## config.mk

```make
export PLATFORM = sky130hd
export DESIGN_NAME = bpr_scale
export DESIGN_NICKNAME = d
export VERILOG_FILES = /design/src/bpr_pkg.sv /design/src/bpr_scale.sv
export SDC_FILE = /design/constraint.sdc
export NUM_CORES = 1
export LEC_CHECK = 0
export BUFFER_PORTS_ARGS = -buffer_cell sky130_fd_sc_hd__clkbuf_2
export CELL_PAD_IN_SITES_DETAIL_PLACEMENT = 0
export CELL_PAD_IN_SITES_GLOBAL_PLACEMENT = 1
export CORE_MARGIN = 2
export CORE_UTILIZATION = 45
export DETAILED_ROUTE_END_ITERATION = 7
export PLACE_DENSITY_LB_ADDON = 0.1
export SLEW_MARGIN = 20
export SYNTH_ARGS = -nofsm -noshare
export SYNTH_HDL_FRONTEND = slang
export SYNTH_SLANG_ARGS = --single-unit
```

## constraint.sdc

```tcl
create_clock -name clk -period 24.8 [get_ports clk]
set_input_delay 7.44 -clock clk [delete_from_list [all_inputs] [get_ports clk]]
set_output_delay 7.44 -clock clk [all_outputs]
set_load 0.05 [all_outputs]
```

## src/bpr_pkg.sv

```systemverilog
// bpr_pkg: shared types, register indexes and constant tables for the
// bitfield pixel to rgba converter. Used by every module under src except bpr_port_checker.
package bpr_pkg;

  localparam int NUM_CHAN = 4;
  localparam int CH_RED   = 0;
  localparam int CH_GREEN = 1;
  localparam int CH_BLUE  = 2;
  localparam int CH_ALPHA = 3;

  localparam int CFG_IDX_W  = 3;
  localparam int CFG_DATA_W = 11;

  localparam logic [CFG_IDX_W-1:0] REG_RED   = 3'd0;
  localparam logic [CFG_IDX_W-1:0] REG_GREEN = 3'd1;
  localparam logic [CFG_IDX_W-1:0] REG_BLUE  = 3'd2;
  localparam logic [CFG_IDX_W-1:0] REG_ALPHA = 3'd3;
  localparam logic [CFG_IDX_W-1:0] REG_PAD   = 3'd4;

  localparam logic [4:0] WIDTH_MAX = 5'd16;

  typedef enum logic [2:0] {
    DEPTH_1,
    DEPTH_2,
    DEPTH_4,
    DEPTH_8,
    DEPTH_16,
    DEPTH_24,
    DEPTH_32,
    DEPTH_64
  } depth_t;

  typedef struct packed {
    logic [4:0] width;
    logic [5:0] shift;
  } chan_t;

  typedef struct packed {
    depth_t               depth;
    chan_t [NUM_CHAN-1:0] chan;
  } pix_cfg_t;

  // per-stage load enables of the pipeline
  typedef struct packed {
    logic ld_a;
    logic ld_b;
    logic ld_c;
    logic ld_d;
  } pipe_ld_t;

  function automatic chan_t make_chan(input logic [4:0] w, input logic [5:0] s);
    chan_t c;
    c.width = w;
    c.shift = s;
    return c;
  endfunction

  // (2^w)-1 for w in 0..16
  function automatic logic [15:0] chan_mask(input logic [4:0] w);
    logic [16:0] m;
    m = (17'd1 << w) - 17'd1;
    return m[15:0];
  endfunction

  // floor(2^24 / (2^w - 1)), zero for an absent channel
  function automatic logic [24:0] recip(input logic [4:0] w);
    logic [24:0] r;
    case (w)
      5'd1:    r = 25'd16777216;
      5'd2:    r = 25'd5592405;
      5'd3:    r = 25'd2396745;
      5'd4:    r = 25'd1118481;
      5'd5:    r = 25'd541200;
      5'd6:    r = 25'd266305;
      5'd7:    r = 25'd132104;
      5'd8:    r = 25'd65793;
      5'd9:    r = 25'd32832;
      5'd10:   r = 25'd16400;
      5'd11:   r = 25'd8196;
      5'd12:   r = 25'd4097;
      5'd13:   r = 25'd2048;
      5'd14:   r = 25'd1024;
      5'd15:   r = 25'd512;
      5'd16:   r = 25'd256;
      default: r = 25'd0;
    endcase
    return r;
  endfunction

endpackage

```

## src/bpr_scale.sv

```systemverilog
// bpr_scale: two-stage scaling of one channel to 0..255 as
// val*255/(2^w-1): reciprocal multiply, then remainder correction. Uses bpr_pkg.
module bpr_scale (
  input  logic              clk,
  input  bpr_pkg::pipe_ld_t ld,
  input  logic [15:0]       val,
  input  logic [4:0]        width,
  input  logic [7:0]        absent_level,
  output logic [7:0]        level
);
  import bpr_pkg::*;

  logic [23:0] x;
  logic [48:0] prod;
  logic [23:0] x_c;
  logic [7:0]  qe_c;
  logic [4:0]  w_c;
  logic [15:0] m;
  logic [23:0] qm;
  logic [23:0] rem;
  logic [7:0]  q;

  assign x    = {val, 8'h00} - {8'h00, val};
  assign prod = 49'(x) * 49'(recip(width));

  always_ff @(posedge clk) begin
    if (ld.ld_c) begin
      x_c  <= x;
      // estimate is exact or one low
      qe_c <= prod[31:24];
      w_c  <= width;
    end
  end

  assign m   = chan_mask(w_c);
  assign qm  = 24'(qe_c) * 24'(m);
  assign rem = x_c - qm;
  assign q   = (rem >= 24'(m)) ? qe_c + 8'd1 : qe_c;

  always_ff @(posedge clk) begin
    if (ld.ld_d) begin
      level <= (w_c == 5'd0) ? absent_level : q;
    end
  end

endmodule

```

==> impl_metrics.yaml, run 1 <==
clocking:
  ctsHoldBuffers: 0
  cts_root_buffer: "clkbuf_16"
  htree_levels: 2
  tritoncts: "yes"
  cts_max_path_buffers: 2
  clk_pin_slew_worst_setup_hold_paths_ps: 70
  clock_latency_ps: 300
  cts_inserted_buffers: 5
  cts_sinks: 45
  post-cts-setup-buffer-count: 0
  resized_after_cts: 0
grt:
  antenna_found_initial: 0
  globalRouteTotalUtil_pct: 26.2
  grt_start_max_net_pins: 43
  grtUsageMet3_pct: 2.36
  grt_pass1_vias: 16500
  grt-ovfl-total: 0
  global_route_wire_length_before_repair_microns: 91500
  global_route.usage.met2_pct: 46.5
  grt_util_met1_pct: 32.4
  gr-max-usage-layer: "met2"
logic_synthesis:
  post_synth.cell_area_avg_sq_um: 8.65
  post_synth_instance_area_sq_mm: 0.0198
  synth-edff-count: 45
  yosysUniqueCellTypes: 73
  ys_dominant_reg_cell: "edfxtp_1"
  ys_ff_latch: 45
  yosys_warnings: 0
  ys_seq_area_share_pct: 6.81
  synth.net_count: 2950
  synthesized_netlist_cell_count: 2293
  ys_async_sr_fraction_pct: 0
drt:
  via_per_inst: 5.22
  drt_iter0_drc: 743
  final_antenna_net_count: 0
  wirelength_microns: 57900
  drtPass1Iterations: 5
  drc: 0
  vias: 15000
  routedWlPerCell_microns: 20.1
setup_path:
  crit_path_max_incr_delay_ps: 620
  cp_data_arrival_time_ps: 16570
  path_common_cell: "fa_1"
  crit_path_top_delay_cell: "a21o_1"
  critical_path.top_delay_family: "adder cells"
  critical_path_peak_fanout: 19
  cp_data_required_time_ps: 24830
  worst_path_buf_inv: 7
  endpoint_kind: "flop"
  timing.setup.critical_path_class: "in2reg"
  crit_path_start_kind: "input port"
floorplanning:
  initial_core_util_pct: 45.8
  chipWidth_microns: 214
  die-height_microns: 214
  die_area_sq_mm: 0.0458
  fp-row-count: 76
  core_sq_mm: 0.0433
  top_level_ports: 42
sta:
  max_slew.worst_pin.slew_ps: 1090
  final.setup_skew_ps: 16.4
  final-hold-violation-count: 0
  slew_viol_final: 0
  finalSetupTns_ps: 0
  setup_ws_ps: 8260
  slew_headroom_pct: 27.2
  endpoints_failing_setup: 0
  timing.fmax_mhz: 60.5
  final_min_period_over_clock_period_pct: 66.7
  rsz_0062_raised_after_global_routing: "false"
  crit_path_time_final_ps: 16540
placed_design:
  hpwlAfterDp_microns: 48400
  dp_slack_ps: 7950
  gp_routability_congestion: 0.882
  dp.cells: 2872
  port-buffer-count: 39
  placed_area_sq_mm: 0.0207
final_layout:
  syn2layout_area_growth_pct: 5.40
  final.fill_count: 4313
  final_net_count: 2951
  most-common-layout-cells: "inv_1 (568), fa_1 (398), nor2_1 (256)"
  post-route-cell-area_sq_mm: 0.0209
  multi_input_area_sq_mm: 0.0160
  num_antenna_cells: 0
  layout_cells_sized_above_1_pct: 5.40
  final_cells: 2880
  regArea_sq_mm: 0.00135
  leading_cell_type_in_the_layout_fill_and_taps_excluded: "inv_1"
run_status:
  outcome: "finished, final reports clean"
run:
  drv_cap: 0
min_path:
  hold_path.class: "reg2reg"
-- flip-flops by register name, summed over array words and instances, names as in the netlist --
| register | count |
|---|---|
| level | 8 |
| qe_c | 8 |
| w_c | 5 |
| x_c | 24 |
-- final timing paths --
check,start,end,slack [ps],cells after the start
setup / recovery,val[0],qe_c[7],8260,31
hold / removal,qe_c[6],level[7],1110,2
setup reg to reg,w_c[4],level[0],14120,38
hold reg to reg,qe_c[6],level[7],1110,2
-- per-layer routing --
layer	vias up	part of all wire, %
li1	6901	-
met1	7608	41
met2	401	50
met3	116	4.6
met4	0	4.8
met5	-	0
-- worst reg2reg max path, delay by kind of cell (launching register included) --
kind / cells / cell delay [ps]
fa+ha+maj: 7 / 2940
simple gates: 12 / 2620
compound gates: 9 / 2480
buf+inv: 7 / 1230
flops: 1 / 590
xor+xnor: 2 / 460
mux: 1 / 140
-- logic make-up (layout without fill, tap and decap cells) --
group / count (synthesis) / count (layout) / synth area share [%]
adder cells (fa/ha/maj): 623 / 623 / 54.4
AO/OA/AOI/OAI: 188 / 188 / 6.09
buffers and inverters: 649 / 651 / 12.4
XOR/XNOR: 71 / 71 / 3.76
AND/OR/NAND/NOR: 713 / 713 / 16.3
flip-flops: 45 / 45 / 6.81
multiplexers: 4 / 4 / 0.208
-- Yosys cell counts, drive strengths merged (6+ instances only) --
cell | instances | share of area (%)
and2 | 74 | 2.3
nand3 | 23 | 0.58
or3 | 13 | 0.41
nand4 | 9 | 0.28
nand2 | 237 | 4.5
or2 | 10 | 0.32
or4 | 6 | 0.23
nor3 | 27 | 0.76
nor2 | 262 | 5.0
a31oi | 8 | 0.25
a21o | 17 | 0.64
o21a | 13 | 0.49
edfxtp | 45 | 6.8
clkinv | 6 | 0.15
o21ai | 52 | 1.3
nand2b | 13 | 0.41
inv | 569 | 11
fa | 398 | 40
ha | 225 | 14
xor2 | 22 | 1.0
nor2b | 23 | 0.73
a21oi | 55 | 1.4
a211oi | 7 | 0.27
clkbuf | 70 | 1.3
xnor2 | 46 | 2.4
-- layout make-up --
type	count	area share (%)
multi-input cells	1599	76.8
inverters	575	10.4
flip-flops and latches	45	6.47
well taps	585	3.50
repair buffers	68	1.98
clock buffers	5	0.599
clock inverters	3	0.311
-- through the flow --
stage	util, %	hold slack, ps
floorplan	-	723
global route	48.3	1170
CTS	48.3	1110
detailed placement	47.9	1120
global placement	47.9	1110
finish	48.3	1110
Power of run 1 is not shown: default switching activity piles up to over one toggle a cycle in this logic, so the estimate is an artifact.
==> run 2: changes to the inputs <==
==> constraint.sdc (replaced) <==
create_clock -name clk -period 15.23 [get_ports clk]
set_input_delay 4.569 -clock clk [delete_from_list [all_inputs] [get_ports clk]]
set_output_delay 4.569 -clock clk [all_outputs]
set_load 0.05 [all_outputs]
==> impl_metrics.yaml, run 2 (synthesis results as in run 1) <==
clocking:
  htree_levels: 2
  cts_sinks: 45
  cts_max_path_buffers: 2
  cts_inserted_buffers: 5
  clock_latency_ps: 300
  tritoncts: "yes"
  resized_after_cts: 0
  cts_root_buffer: "clkbuf_16"
  ctsHoldBuffers: 0
  clk_pin_slew_worst_setup_hold_paths_ps: 70
  post-cts-setup-buffer-count: 0
final_layout:
  final.fill_count: 4293
  multi_input_area_sq_mm: 0.0160
  final_net_count: 2961
  leading_cell_type_in_the_layout_fill_and_taps_excluded: "inv_1"
  reg_top3: "x_c: 24 flops, level: 8 flops, qe_c: 8 flops"
  most-common-layout-cells: "inv_1 (568), fa_1 (398), nor2_1 (258)"
  final_cells: 2890
  regArea_sq_mm: 0.00135
  max_reg_flops: 24
  max_flop_register: "x_c"
  syn2layout_area_growth_pct: 5.59
  post-route-cell-area_sq_mm: 0.0209
  layout_cells_sized_above_1_pct: 5.64
  num_antenna_cells: 0
sta:
  timing.fmax_mhz: 75.3
  endpoints_failing_setup: 0
  final-hold-violation-count: 0
  slew_headroom_pct: 30.0
  max_slew.worst_pin.slew_ps: 1050
  finalSetupTns_ps: 0
  slew_viol_final: 0
  crit_path_time_final_ps: 13290
  final_min_period_over_clock_period_pct: 87.2
  final.setup_skew_ps: 13.1
  rsz_0062_raised_after_global_routing: "false"
placed_design:
  hpwlAfterDp_microns: 48600
  dp.cells: 2882
  port-buffer-count: 39
  gp_routability_congestion: 0.895
  placed_area_sq_mm: 0.0208
setup_path:
  worst_setup_path_startpoint: "width[4]"
  cp_data_arrival_time_ps: 13310
  critical_path_peak_fanout: 20
  timing.setup.critical_path_class: "in2reg"
  crit_path_start_kind: "input port"
  endpoint_kind: "flop"
  cp_data_required_time_ps: 15260
  r2r_start: "w_c[4]"
grt:
  antenna_found_initial: 0
  grt_pass1_vias: 16300
  grt-ovfl-total: 0
  grt_start_max_net_pins: 38
  global_route_wire_length_before_repair_microns: 91200
  globalRouteTotalUtil_pct: 26.0
floorplanning:
  top_level_ports: 42
  chipWidth_microns: 214
  initial_core_util_pct: 45.8
  fp-row-count: 76
  core_sq_mm: 0.0433
  die_area_sq_mm: 0.0458
  die-height_microns: 214
min_path:
  worst_hold_startpoint: "w_c[0]"
  hold_path.class: "reg2reg"
drt:
  drc: 0
  final_antenna_net_count: 0
  drtPass1Iterations: 7
  via_per_inst: 5.15
  routedWlPerCell_microns: 19.8
  drt_iter0_drc: 977
  wirelength_microns: 57300
  vias: 14900
run:
  drv_cap: 0
run_status:
  outcome: "finished, final reports clean"
## run 2: changes by cell type in the layout (fill, tap and decap cells not counted), sizes merged
cell,change
buf,+10
bufinv,-1
clkinvlp,+1
## run 2: final timing paths
check                           cells after the start       end  slack (ps)
worst min register to register                      3  level[1]        1110
worst max register to register                     38  level[0]        4510
worst max-delay path                               27   qe_c[7]        1940
worst min-delay path                                3  level[1]        1110
## run 2: critical path, cell delays in order
cell	delay, ps
clkbuf_2	320
nor2_1	490
nand3_1	730
buf_4	430
nor2_1	220
nand2_1	230
fa_1	580
inv_1	60
fa_1	470
fa_1	550
inv_1	50
fa_1	480
fa_1	520
fa_1	500
inv_1	60
fa_1	500
ha_1	340
and3_1	190
nand4_1	100
nor2_1	190
o21ai_0	210
o211ai_1	350
o21a_1	280
nor2_1	70
a21oi_1	160
xnor3_1	410
xnor3_1	210
## run 2: cell type report
type,instances,area share (%)
clock buffer,5,0.598
clock inverter,3,0.197
inverter,575,10.3
multi-input combinational,1599,76.6
sequential,45,6.45
tap,585,3.50
timing repair buffer,78,2.33
## run 2: routing by layer
| metal | vias up | wire length, microns | part of all wire (%) | GRT usage (%) |
|---|---|---|---|---|
| li1 | 6923 | - | - | - |
| met2 | 383 | 29000 | 51 | 46.3 |
| met4 | 0 | 2440 | 4.3 | 10.3 |
| met1 | 7465 | 23300 | 41 | 32.7 |
| met5 | - | 0 | 0 | 0 |
| met3 | 102 | 2560 | 4.5 | 1.99 |
## run 2: per-stage QoR
stage | worst slack [ps] | hold slack (ps) | util, %
floorplan | 3240 | 723 | -
global placement | 1590 | 1100 | 48.0
detailed placement | 1600 | 1100 | 48.0
CTS | 1880 | 1110 | 48.4
global route | 1610 | 1180 | 48.4
finish | 1940 | 1110 | 48.4
Power of run 2 is left out for the same reason.
