--- src/bpr_pkg.sv ---
// bpr_pkg: shared types, register indexes and constant tables for the
// bitfield pixel to rgba converter. Used by every module under src except bpr_port_checker.
package bpr_pkg;

  localparam int NUM_CHAN = 4;
  localparam int CH_RED   = 0;
  localparam int CH_GREEN = 1;
  localparam int CH_BLUE  = 2;
  localparam int CH_ALPHA = 3;

  localparam int CFG_IDX_W  = 3;
  localparam int CFG_DATA_W = 11;

  localparam logic [CFG_IDX_W-1:0] REG_RED   = 3'd0;
  localparam logic [CFG_IDX_W-1:0] REG_GREEN = 3'd1;
  localparam logic [CFG_IDX_W-1:0] REG_BLUE  = 3'd2;
  localparam logic [CFG_IDX_W-1:0] REG_ALPHA = 3'd3;
  localparam logic [CFG_IDX_W-1:0] REG_PAD   = 3'd4;

  localparam logic [4:0] WIDTH_MAX = 5'd16;

  typedef enum logic [2:0] {
    DEPTH_1,
    DEPTH_2,
    DEPTH_4,
    DEPTH_8,
    DEPTH_16,
    DEPTH_24,
    DEPTH_32,
    DEPTH_64
  } depth_t;

  typedef struct packed {
    logic [4:0] width;
    logic [5:0] shift;
  } chan_t;

  typedef struct packed {
    depth_t               depth;
    chan_t [NUM_CHAN-1:0] chan;
  } pix_cfg_t;

  // per-stage load enables of the pipeline
  typedef struct packed {
    logic ld_a;
    logic ld_b;
    logic ld_c;
    logic ld_d;
  } pipe_ld_t;

  function automatic chan_t make_chan(input logic [4:0] w, input logic [5:0] s);
    chan_t c;
    c.width = w;
    c.shift = s;
    return c;
  endfunction

  // (2^w)-1 for w in 0..16
  function automatic logic [15:0] chan_mask(input logic [4:0] w);
    logic [16:0] m;
    m = (17'd1 << w) - 17'd1;
    return m[15:0];
  endfunction

  // floor(2^24 / (2^w - 1)), zero for an absent channel
  function automatic logic [24:0] recip(input logic [4:0] w);
    logic [24:0] r;
    case (w)
      5'd1:    r = 25'd16777216;
      5'd2:    r = 25'd5592405;
      5'd3:    r = 25'd2396745;
      5'd4:    r = 25'd1118481;
      5'd5:    r = 25'd541200;
      5'd6:    r = 25'd266305;
      5'd7:    r = 25'd132104;
      5'd8:    r = 25'd65793;
      5'd9:    r = 25'd32832;
      5'd10:   r = 25'd16400;
      5'd11:   r = 25'd8196;
      5'd12:   r = 25'd4097;
      5'd13:   r = 25'd2048;
      5'd14:   r = 25'd1024;
      5'd15:   r = 25'd512;
      5'd16:   r = 25'd256;
      default: r = 25'd0;
    endcase
    return r;
  endfunction

endpackage

--- src/bpr_cfg.sv ---
// bpr_cfg: configuration registers and the registered layout decode
// (storage depth, channel widths and shifts, default layouts). Uses bpr_pkg.
module bpr_cfg (
  input  logic                              clk,
  input  logic                              rst,
  input  logic                              cfg_we,
  input  logic [bpr_pkg::CFG_IDX_W-1:0]     cfg_index,
  input  logic [bpr_pkg::CFG_DATA_W-1:0]    cfg_wdata,
  output bpr_pkg::pix_cfg_t                 pcfg
);
  import bpr_pkg::*;

  logic [10:0] red_field;
  logic [10:0] green_field;
  logic [10:0] blue_field;
  logic [10:0] alpha_field;
  logic [6:0]  padding_extent;

  logic [10:0] fld [NUM_CHAN];
  chan_t [NUM_CHAN-1:0] user_chan;
  logic [6:0]  reach [NUM_CHAN];
  logic [6:0]  ext;
  logic        none;
  logic [4:0]  gray_w;
  pix_cfg_t    pcfg_next;

  always_ff @(posedge clk) begin
    if (rst) begin
      red_field      <= '0;
      green_field    <= '0;
      blue_field     <= '0;
      alpha_field    <= '0;
      padding_extent <= '0;
    end else if (cfg_we) begin
      case (cfg_index)
        REG_RED:   red_field      <= cfg_wdata;
        REG_GREEN: green_field    <= cfg_wdata;
        REG_BLUE:  blue_field     <= cfg_wdata;
        REG_ALPHA: alpha_field    <= cfg_wdata;
        REG_PAD:   padding_extent <= cfg_wdata[6:0];
        default: ;
      endcase
    end
  end

  assign fld[CH_RED]   = red_field;
  assign fld[CH_GREEN] = green_field;
  assign fld[CH_BLUE]  = blue_field;
  assign fld[CH_ALPHA] = alpha_field;

  always_comb begin
    for (int c = 0; c < NUM_CHAN; c++) begin
      user_chan[c].width = (fld[c][4:0] > WIDTH_MAX) ? WIDTH_MAX : fld[c][4:0];
      user_chan[c].shift = fld[c][10:5];
      reach[c] = (user_chan[c].width == 5'd0) ? 7'd0
               : 7'(user_chan[c].shift) + 7'(user_chan[c].width);
    end

    ext = padding_extent;
    for (int c = 0; c < NUM_CHAN; c++) begin
      if (reach[c] > ext) ext = reach[c];
    end

    none = (user_chan[CH_RED].width == 5'd0) && (user_chan[CH_GREEN].width == 5'd0) &&
           (user_chan[CH_BLUE].width == 5'd0) && (user_chan[CH_ALPHA].width == 5'd0);

    if (ext <= 7'd1)       pcfg_next.depth = DEPTH_1;
    else if (ext <= 7'd2)  pcfg_next.depth = DEPTH_2;
    else if (ext <= 7'd4)  pcfg_next.depth = DEPTH_4;
    else if (ext <= 7'd8)  pcfg_next.depth = DEPTH_8;
    else if (ext <= 7'd16) pcfg_next.depth = DEPTH_16;
    else if (ext <= 7'd24) pcfg_next.depth = DEPTH_24;
    else if (ext <= 7'd32) pcfg_next.depth = DEPTH_32;
    else                   pcfg_next.depth = DEPTH_64;

    pcfg_next.chan = user_chan;
    gray_w = 5'd0;

    if (none) begin
      case (pcfg_next.depth)
        DEPTH_1: gray_w = 5'd1;
        DEPTH_2: gray_w = 5'd2;
        DEPTH_4: gray_w = 5'd4;
        DEPTH_8: begin
          pcfg_next.chan[CH_RED]   = make_chan(5'd3, 6'd5);
          pcfg_next.chan[CH_GREEN] = make_chan(5'd3, 6'd2);
          pcfg_next.chan[CH_BLUE]  = make_chan(5'd2, 6'd0);
        end
        DEPTH_16: begin
          pcfg_next.chan[CH_RED]   = make_chan(5'd5, 6'd11);
          pcfg_next.chan[CH_GREEN] = make_chan(5'd6, 6'd5);
          pcfg_next.chan[CH_BLUE]  = make_chan(5'd5, 6'd0);
        end
        DEPTH_24: begin
          pcfg_next.chan[CH_RED]   = make_chan(5'd8, 6'd16);
          pcfg_next.chan[CH_GREEN] = make_chan(5'd8, 6'd8);
          pcfg_next.chan[CH_BLUE]  = make_chan(5'd8, 6'd0);
        end
        DEPTH_32: begin
          pcfg_next.chan[CH_RED]   = make_chan(5'd8, 6'd16);
          pcfg_next.chan[CH_GREEN] = make_chan(5'd8, 6'd8);
          pcfg_next.chan[CH_BLUE]  = make_chan(5'd8, 6'd0);
          pcfg_next.chan[CH_ALPHA] = make_chan(5'd8, 6'd24);
        end
        default: ;
      endcase
      // sub-byte gray: the whole pixel value drives r, g and b
      if (gray_w != 5'd0) begin
        pcfg_next.chan[CH_RED]   = make_chan(gray_w, 6'd0);
        pcfg_next.chan[CH_GREEN] = make_chan(gray_w, 6'd0);
        pcfg_next.chan[CH_BLUE]  = make_chan(gray_w, 6'd0);
      end
    end
  end

  always_ff @(posedge clk) begin
    pcfg <= pcfg_next;
  end

endmodule

--- config.mk ---
export PLATFORM = sky130hd
export DESIGN_NAME = bpr_cfg
export DESIGN_NICKNAME = d
export VERILOG_FILES = /design/src/bpr_pkg.sv /design/src/bpr_cfg.sv
export SDC_FILE = /design/constraint.sdc
export NUM_CORES = 1
export LEC_CHECK = 0
export ABC_CLOCK_PERIOD_IN_PS = 12900
export BUFFER_PORTS_ARGS = -buffer_cell sky130_fd_sc_hd__buf_2
export CORE_MARGIN = 2
export CORE_UTILIZATION = 55
export CTS_CLUSTER_DIAMETER = 40
export DETAILED_ROUTE_END_ITERATION = 6
export GPL_ROUTABILITY_DRIVEN = 0
export GPL_TIMING_DRIVEN = 0
export PLACE_DENSITY = 0.76
export SYNTH_ARGS = -nofsm -noshare
export SYNTH_HDL_FRONTEND = slang
export SYNTH_SLANG_ARGS = --single-unit
--- constraint.sdc ---
create_clock -name clk -period 12.9 [get_ports clk]
set_clock_uncertainty 0.2 [all_clocks]
set_input_delay 0.645 -clock clk [delete_from_list [all_inputs] [get_ports clk]]
set_output_delay 0.645 -clock clk [all_outputs]
set_load 0.01 [all_outputs]
==> results of run 1 <==
-- layer usage --
layer | global-route usage (%) | up-vias
li1 | - | 2512
met3 | 4.64 | 42
met4 | 9.56 | 0
met1 | 34.6 | 2358
met5 | 0 | -
met2 | 42.3 | 171
-- cells by family after synthesis --
family,Yosys count
AO/OA/AOI/OAI,180
XOR/XNOR,13
AND/OR/NAND/NOR,280
flip-flops,98
buffers and inverters,43
adder cells (fa/ha/maj),52
multiplexers,12
-- synth_stat cells, types with 4 or more instances --
library cell	instances	share of area (%)
a22oi_1	5	0.68
or2_2	8	0.90
clkbuf_1	25	1.7
and2_1	11	1.2
nand3b_1	7	0.95
a211oi_1	6	0.81
xor2_1	4	0.63
nand3_1	12	1.1
a21o_1	8	1.1
nor2_1	39	2.6
ha_1	48	11
o21a_1	11	1.5
o21bai_1	6	0.81
o21ba_2	4	0.72
dfxtp_1	98	35
nor3_1	14	1.3
nand2_1	122	8.3
o21ai_1	4	0.36
nor2b_1	36	4.1
a21oi_1	93	8.4
o21ai_0	18	1.6
fa_1	4	1.4
o211a_1	4	0.72
inv_1	14	0.95
nand4_1	6	0.68
xnor2_1	8	1.3
mux2i_1	11	2.0
or2_1	4	0.45
-- through the flow --
stage | worst slack [ns] | total power [W] | hold slack, ns | utilization [%]
2_1_floorplan | 4.41 | 0.000684 | 0.237 | -
3_3_place_gp | 3.12 | 0.000784 | 0.258 | 61.6
3_5_place_dp | 2.82 | 0.000793 | 0.256 | 61.6
4_1_cts | 2.80 | 0.000996 | 0.269 | 63.7
5_1_grt | 1.72 | 0.00106 | 0.292 | 63.7
6_report | 2.56 | 0.000997 | 0.269 | 63.7
-- flip-flops by register name (all words and copies together) (netlist names) --
signal	cells
padding_extent	7
red_field	11
green_field	11
alpha_field	11
pcfg	47
blue_field	11
-- worst paths after layout --
check / from / end / slack [ns] / depth (start not counted)
max: red_field[4] / pcfg[3] / 2.56 / 37
min: red_field[1] / red_field[1] / 0.27 / 2
max reg2reg: red_field[4] / pcfg[3] / 2.56 / 37
min reg2reg: red_field[1] / red_field[1] / 0.27 / 2
-- tightest hold or removal path, cell delays in order (launching register included) --
cell and delay, ns:
dfxtp_1 0.33, nand2_1 0.05, a21oi_1 0.05
-- layout make-up --
| class | instances | share of cell area [%] |
|---|---|---|
| plain buffers | 28 | 1.83 |
| multi-input cells | 537 | 54.8 |
| clock buffers | 10 | 2.21 |
| inverters | 15 | 0.944 |
| well taps | 133 | 2.67 |
| flip-flops and latches | 98 | 31.5 |
| clock inverters | 6 | 1.04 |
| repair buffers | 62 | 4.98 |
-- power by group --
part           switching [W]  leakage, nW  total, W  internal (W)
sequential        0.00000979        0.797  0.000350      0.000341
clock               0.000108        0.103  0.000204     0.0000953
combinational       0.000276         1.95  0.000443      0.000166
==> metrics.md, run 1 <==
| Metric | Value |
|---|---|
| Status | `complete, no violations` |
| Setup TNS Final | `0 ns` |
| Post-CTS Repair Setup Buffers | `0` |
| Asr flop ratio synth | `0%` |
| Vias/cell | `5.72` |
| M1 WL | `6.35 mm` |
| Peak supply drop | `0.0929 mV` |
| Worst-Margin Slew | `0.826 ns` |
| Top Layer Used | `met4` |
| Initial antenna violation count | `0` |
| Adder-Cell Fraction of Synth Area | `12.3%` |
| #FFs+latches synth | `98` |
| CP Capture Type | `flip-flop` |
| Post-Route WL | `14.3 mm` |
| H-tree level count | `3` |
| Post-CTS sizing | `0` |
| Post-synth EDFFs | `0` |
| Post-route ant nets | `0` |
| Via count | `5083` |
| Sequential cell area | `0.00196 mm^2` |
| RSZ-0062 raised after global routing | `no` |
| WP data arrival | `10.37 ns` |
| Synthesized instance count | `678` |
| Minimum clock period | `10.34 ns` |
| Placed Area | `0.00602 mm^2` |
| Startpoint types | `flip-flop` |
| CTS tree | `done` |
| Initial Utilization | `56.7%` |
| Die H | `104 um` |
| Largest family of logic cells by synthesized area | `simple AND/OR/NAND/NOR gates` |
| Gr ovfl total | `0` |
| Worst path max stage delay | `0.56 ns` |
| Diode count | `0` |
| Synth Area in XOR/XNOR | `2.19%` |
| Worst hold path type | `flip-flop to flip-flop` |
| Syn_nets | `747` |
| First-pass DRT Iterations | `5` |
| Slew Limit Fails | `0` |
| Warnings from Yosys | `0` |
| Filler instances | `881` |
| Fin cells | `889` |
| CP required | `12.93 ns` |
| Synth Flop Type | `dfxtp_1` |
| Crit path kind | `flip-flop to flip-flop` |
| Fin nets | `820` |
| Top delay family on crit path | `compound AO/OA/AOI/OAI gates` |
| Critical path buffers and inverters | `3` |
| Pwr Density | `160 mW/mm^2` |
| Max_cap viols | `0` |
| Commonest non-fill, non-tap cell in the layout | `nand2_1` |
| Dpl hpwl | `11.4 mm` |
| Largest net degree at the start of global routing | `17` |
| Register area share after synthesis | `35.4%` |
| Total CTS buffers | `9` |
| Post-CTS Hold Buffers | `0` |
| Clock-pin slew on the worst setup and hold paths | `0.09 ns` |
| Number of port buffers | `62` |
| Root buffer cell | `clkbuf_8` |
| Crit share post-route | `80.2%` |
| Share of cells above drive strength 1 | `14.8%` |
| Max Fclk | `96.7 MHz` |
| Total core area | `0.00977 mm^2` |
| Met3 WL | `846 um` |
| Met2 Wirelength | `6.66 mm` |
| First-pass GRT wire length | `22.7 mm` |
| Synth Area in Compound Gates | `20.0%` |
| All-Layer GR Usage | `26.0%` |
| Number of global-route vias before repair | `4640` |
| Syn_area_per_cell | `8.18 um^2` |
| Post-synth cell types | `65` |
| Die ar. | `0.0109 mm^2` |
| Initial DRC Count | `232` |
| P_leak | `2.85 nW` |
| Slowest-stage cell, CP | `o22ai_1` |
| Mux contribution to synthesized area | `2.19%` |
| Multi-input logic area | `0.00342 mm^2` |
| Finished Cell Area | `0.00623 mm^2` |
| Post-Syn Area | `0.00554 mm^2` |
| Final Hold Viols | `0` |
| CTS Sinks | `98` |
| Post-route DRC | `0` |
| Rel. slew slack | `44.5%` |
| Rows | `36` |
| WL per Instance | `16.1 um` |
| Setup Viol. Count Final | `0` |
| Clk_lat worst skew | `0.37 ns` |
| Die W | `104 um` |
| Clock buffer depth | `2` |
| Placed Cells | `873` |
| I/O pin total | `64` |
| Most frequent cells in the layout | `122 x nand2_1, 98 x dfxtp_1, 93 x a21oi_1` |
| Synth Area in Simple Gates | `24.8%` |
| CP max FO | `10` |
| Crit path top cell by count | `a21oi_1` |
| Area grow syn2layout | `12.4%` |
Note: power is estimated with default switching activity, not from simulation.
==> inputs of run 2 (changes only) <==
- ABC_CLOCK_PERIOD_IN_PS: 12900 -> 10000
- clock period: 12.9 -> 10 ns (I/O delays scaled with it)
==> run 2 against run 1 <==
  * Worst setup slack worse by 2.1 ns
  * Critical endpoint is now pcfg[33]
  * Global-route usage rose by 0.066 points
  * Die area stayed put
  * Largest power group unchanged
  * First-iteration DRC count rose by 14%
  * Cell area rose by 0.86%
  * Worst hold slack worse by 0.048 ns
  * Sequential power increased by 29%
  * Via count up 0.63%
  * Critical path depth is the same
  * Core utilization up 0.55 points
  * Flip-flop and latch count unchanged
==> metrics.md, run 2 (synthesized netlist as in run 1, its figures left out) <==
| Metric | Value |
|---|---|
| WL per Instance | `16.2 um (+1.1%)` |
| Status | `complete, no violations` |
| Root buffer cell | `clkbuf_8` |
| Fin cells | `890 (+0.11%)` |
| P_leak | `2.87 nW (+0.59%)` |
| Rows | `36 (unchanged)` |
| Die H | `104 um (unchanged)` |
| Max reg flops | `47 (unchanged)` |
| Most flops, register | `pcfg` |
| CTS tree | `done` |
| Worst hold path startpoint | `cfg_wdata[8]` |
| Post-route DRC | `0 (unchanged)` |
| Crit share post-route | `95.4% (+15 points)` |
| CP required | `10.05 ns (-2.88 ns)` |
| Die ar. | `0.0109 mm^2 (unchanged)` |
| Worst-Margin Slew | `0.816 ns (-0.00963 ns)` |
| Final Hold Viols | `0 (unchanged)` |
| Final core occ | `64.3% (+0.55 points)` |
| I/O pin total | `64 (unchanged)` |
| CP max FO | `10 (unchanged)` |
| CTS Sinks | `98 (unchanged)` |
| Max_cap viols | `0 (unchanged)` |
| Clock-pin slew on the worst setup and hold paths | `0.10 ns (about the same)` |
| Gr ovfl total | `0 (unchanged)` |
| Setup Viol. Count Final | `0 (unchanged)` |
| Worst hold path type | `input pin to flip-flop` |
| Pwr Density | `208 mW/mm^2 (+30%)` |
| Max Fclk | `105 MHz (+8.3%)` |
| Commonest non-fill, non-tap cell in the layout | `nand2_1` |
| Post-route ant nets | `0 (unchanged)` |
| Number of port buffers | `62 (unchanged)` |
| Rel. slew slack | `45.1% (+0.65 points)` |
| Total CTS buffers | `9 (unchanged)` |
| Filler instances | `877 (-0.45%)` |
| Fin nets | `821 (+0.12%)` |
| Most frequent cells in the layout | `122 x nand2_1, 98 x dfxtp_1, 93 x a21oi_1` |
| Post-Route WL | `14.4 mm (+1.2%)` |
| CP Capture Type | `flip-flop` |
| All-Layer GR Usage | `26.1% (+0.066 points)` |
| Number of global-route vias before repair | `4662 (+0.47%)` |
| Initial Utilization | `56.7% (unchanged)` |
| Crit path kind | `flip-flop to flip-flop` |
| Startpoint types | `flip-flop` |
| Diode count | `0 (unchanged)` |
| WP data arrival | `9.60 ns (-0.77 ns)` |
| First-pass DRT Iterations | `6 (+1)` |
| Placed Cells | `873 (unchanged)` |
| Slew Limit Fails | `0 (unchanged)` |
| Clk_lat worst skew | `0.37 ns (about the same)` |
| Share of cells above drive strength 1 | `16.1% (+1.3 points)` |
| Dpl hpwl | `11.4 mm (unchanged)` |
| Initial DRC Count | `265 (+14%)` |
| Crit Reg-Reg Startpoint | `red_field[4]` |
| Worst path max stage delay | `0.52 ns (-0.04 ns)` |
| Vias/cell | `5.75 (+0.52%)` |
| Slowest-stage cell, CP | `dfxtp_1` |
| Via count | `5115 (+0.63%)` |
| H-tree level count | `3 (unchanged)` |
| Largest net degree at the start of global routing | `17 (unchanged)` |
| Critical path origin | `red_field[4]` |
| Clock buffer depth | `2 (unchanged)` |
| Peak supply drop | `0.134 mV (+44%)` |
| First-pass GRT wire length | `22.7 mm (+0.30%)` |
| Die W | `104 um (unchanged)` |
| Area grow syn2layout | `13.3%` |
| Minimum clock period | `9.54 ns (-0.796 ns)` |
| Crit path top cell by count | `ha_1` |
| Initial antenna violation count | `0 (unchanged)` |
| Total core area | `0.00977 mm^2 (unchanged)` |
| Post-CTS Hold Buffers | `0 (unchanged)` |
-- run 2: per-stage QoR --
stage               worst slack, ns  hold WS [ns]  area [um^2]  power [W]  setup TNS, ns
floorplan                      1.51         0.237         5540   0.000883              0
global placement              0.215         0.258         6020    0.00101              0
detailed placement          -0.0804         0.256         6020    0.00102         -0.946
CTS                          0.0995         0.212         6230    0.00129              0
global route                -0.0626         0.220         6280    0.00139         -0.398
finish                        0.456         0.221         6280    0.00131              0
-- run 2: final cells by class --
cell class                      instances  area (um^2)  share of cell area [%]
Timing Repair Buffer                   63          318                    5.06
Tap cell                              133          166                    2.65
Buffer                                 28          116                    1.85
Clock inverter                          6         65.1                    1.04
Multi-Input combinational cell        537         3460                    55.1
Inverter                               15         58.8                   0.936
Clock buffer                           10          138                    2.19
Sequential cell                        98         1960                    31.2
-- run 2: critical path, delay by kind of cell (launching register included) --
kind / cells / cell delay [ns]
flip-flops: 1 / 0.52
AND/OR/NAND/NOR: 13 / 3.05
buffers and inverters: 2 / 0.35
multiplexers: 1 / 0.40
AO/OA/AOI/OAI: 15 / 3.25
adder cells (fa/ha/maj): 6 / 1.64
-- run 2: power breakdown --
| group | internal (W) | leakage, nW | switching, W | total [W] |
|---|---|---|---|---|
| clock | 0.000123 | 0.103 | 0.000140 | 0.000263 |
| sequential | 0.000439 | 0.797 | 0.0000127 | 0.000452 |
| combinational | 0.000229 | 1.97 | 0.000365 | 0.000595 |
-- run 2: final timing paths --
path | endpoint | slack (ns) | cells after the start
max | pcfg[33] | 0.46 | 37
min | alpha_field[8] | 0.22 | 3
max reg2reg | pcfg[33] | 0.46 | 37
min reg2reg | red_field[1] | 0.27 | 2
-- run 2: routing by layer --
layer / track usage, % / share of wire, % / wire length (um) / vias up
li1: - / - / - / 2510
met1: 34.7 / 44 / 6330 / 2392
met2: 42.4 / 47 / 6760 / 181
met3: 4.64 / 6.7 / 971 / 32
met4: 9.56 / 2.6 / 382 / 0
met5: 0 / 0 / 0 / -
-- run 2: what timing repair did --
item,CTS,global route
resized for setup,2,13
pin swaps,0,1
setup buffers,0,1
setup endpoints to repair,18,40
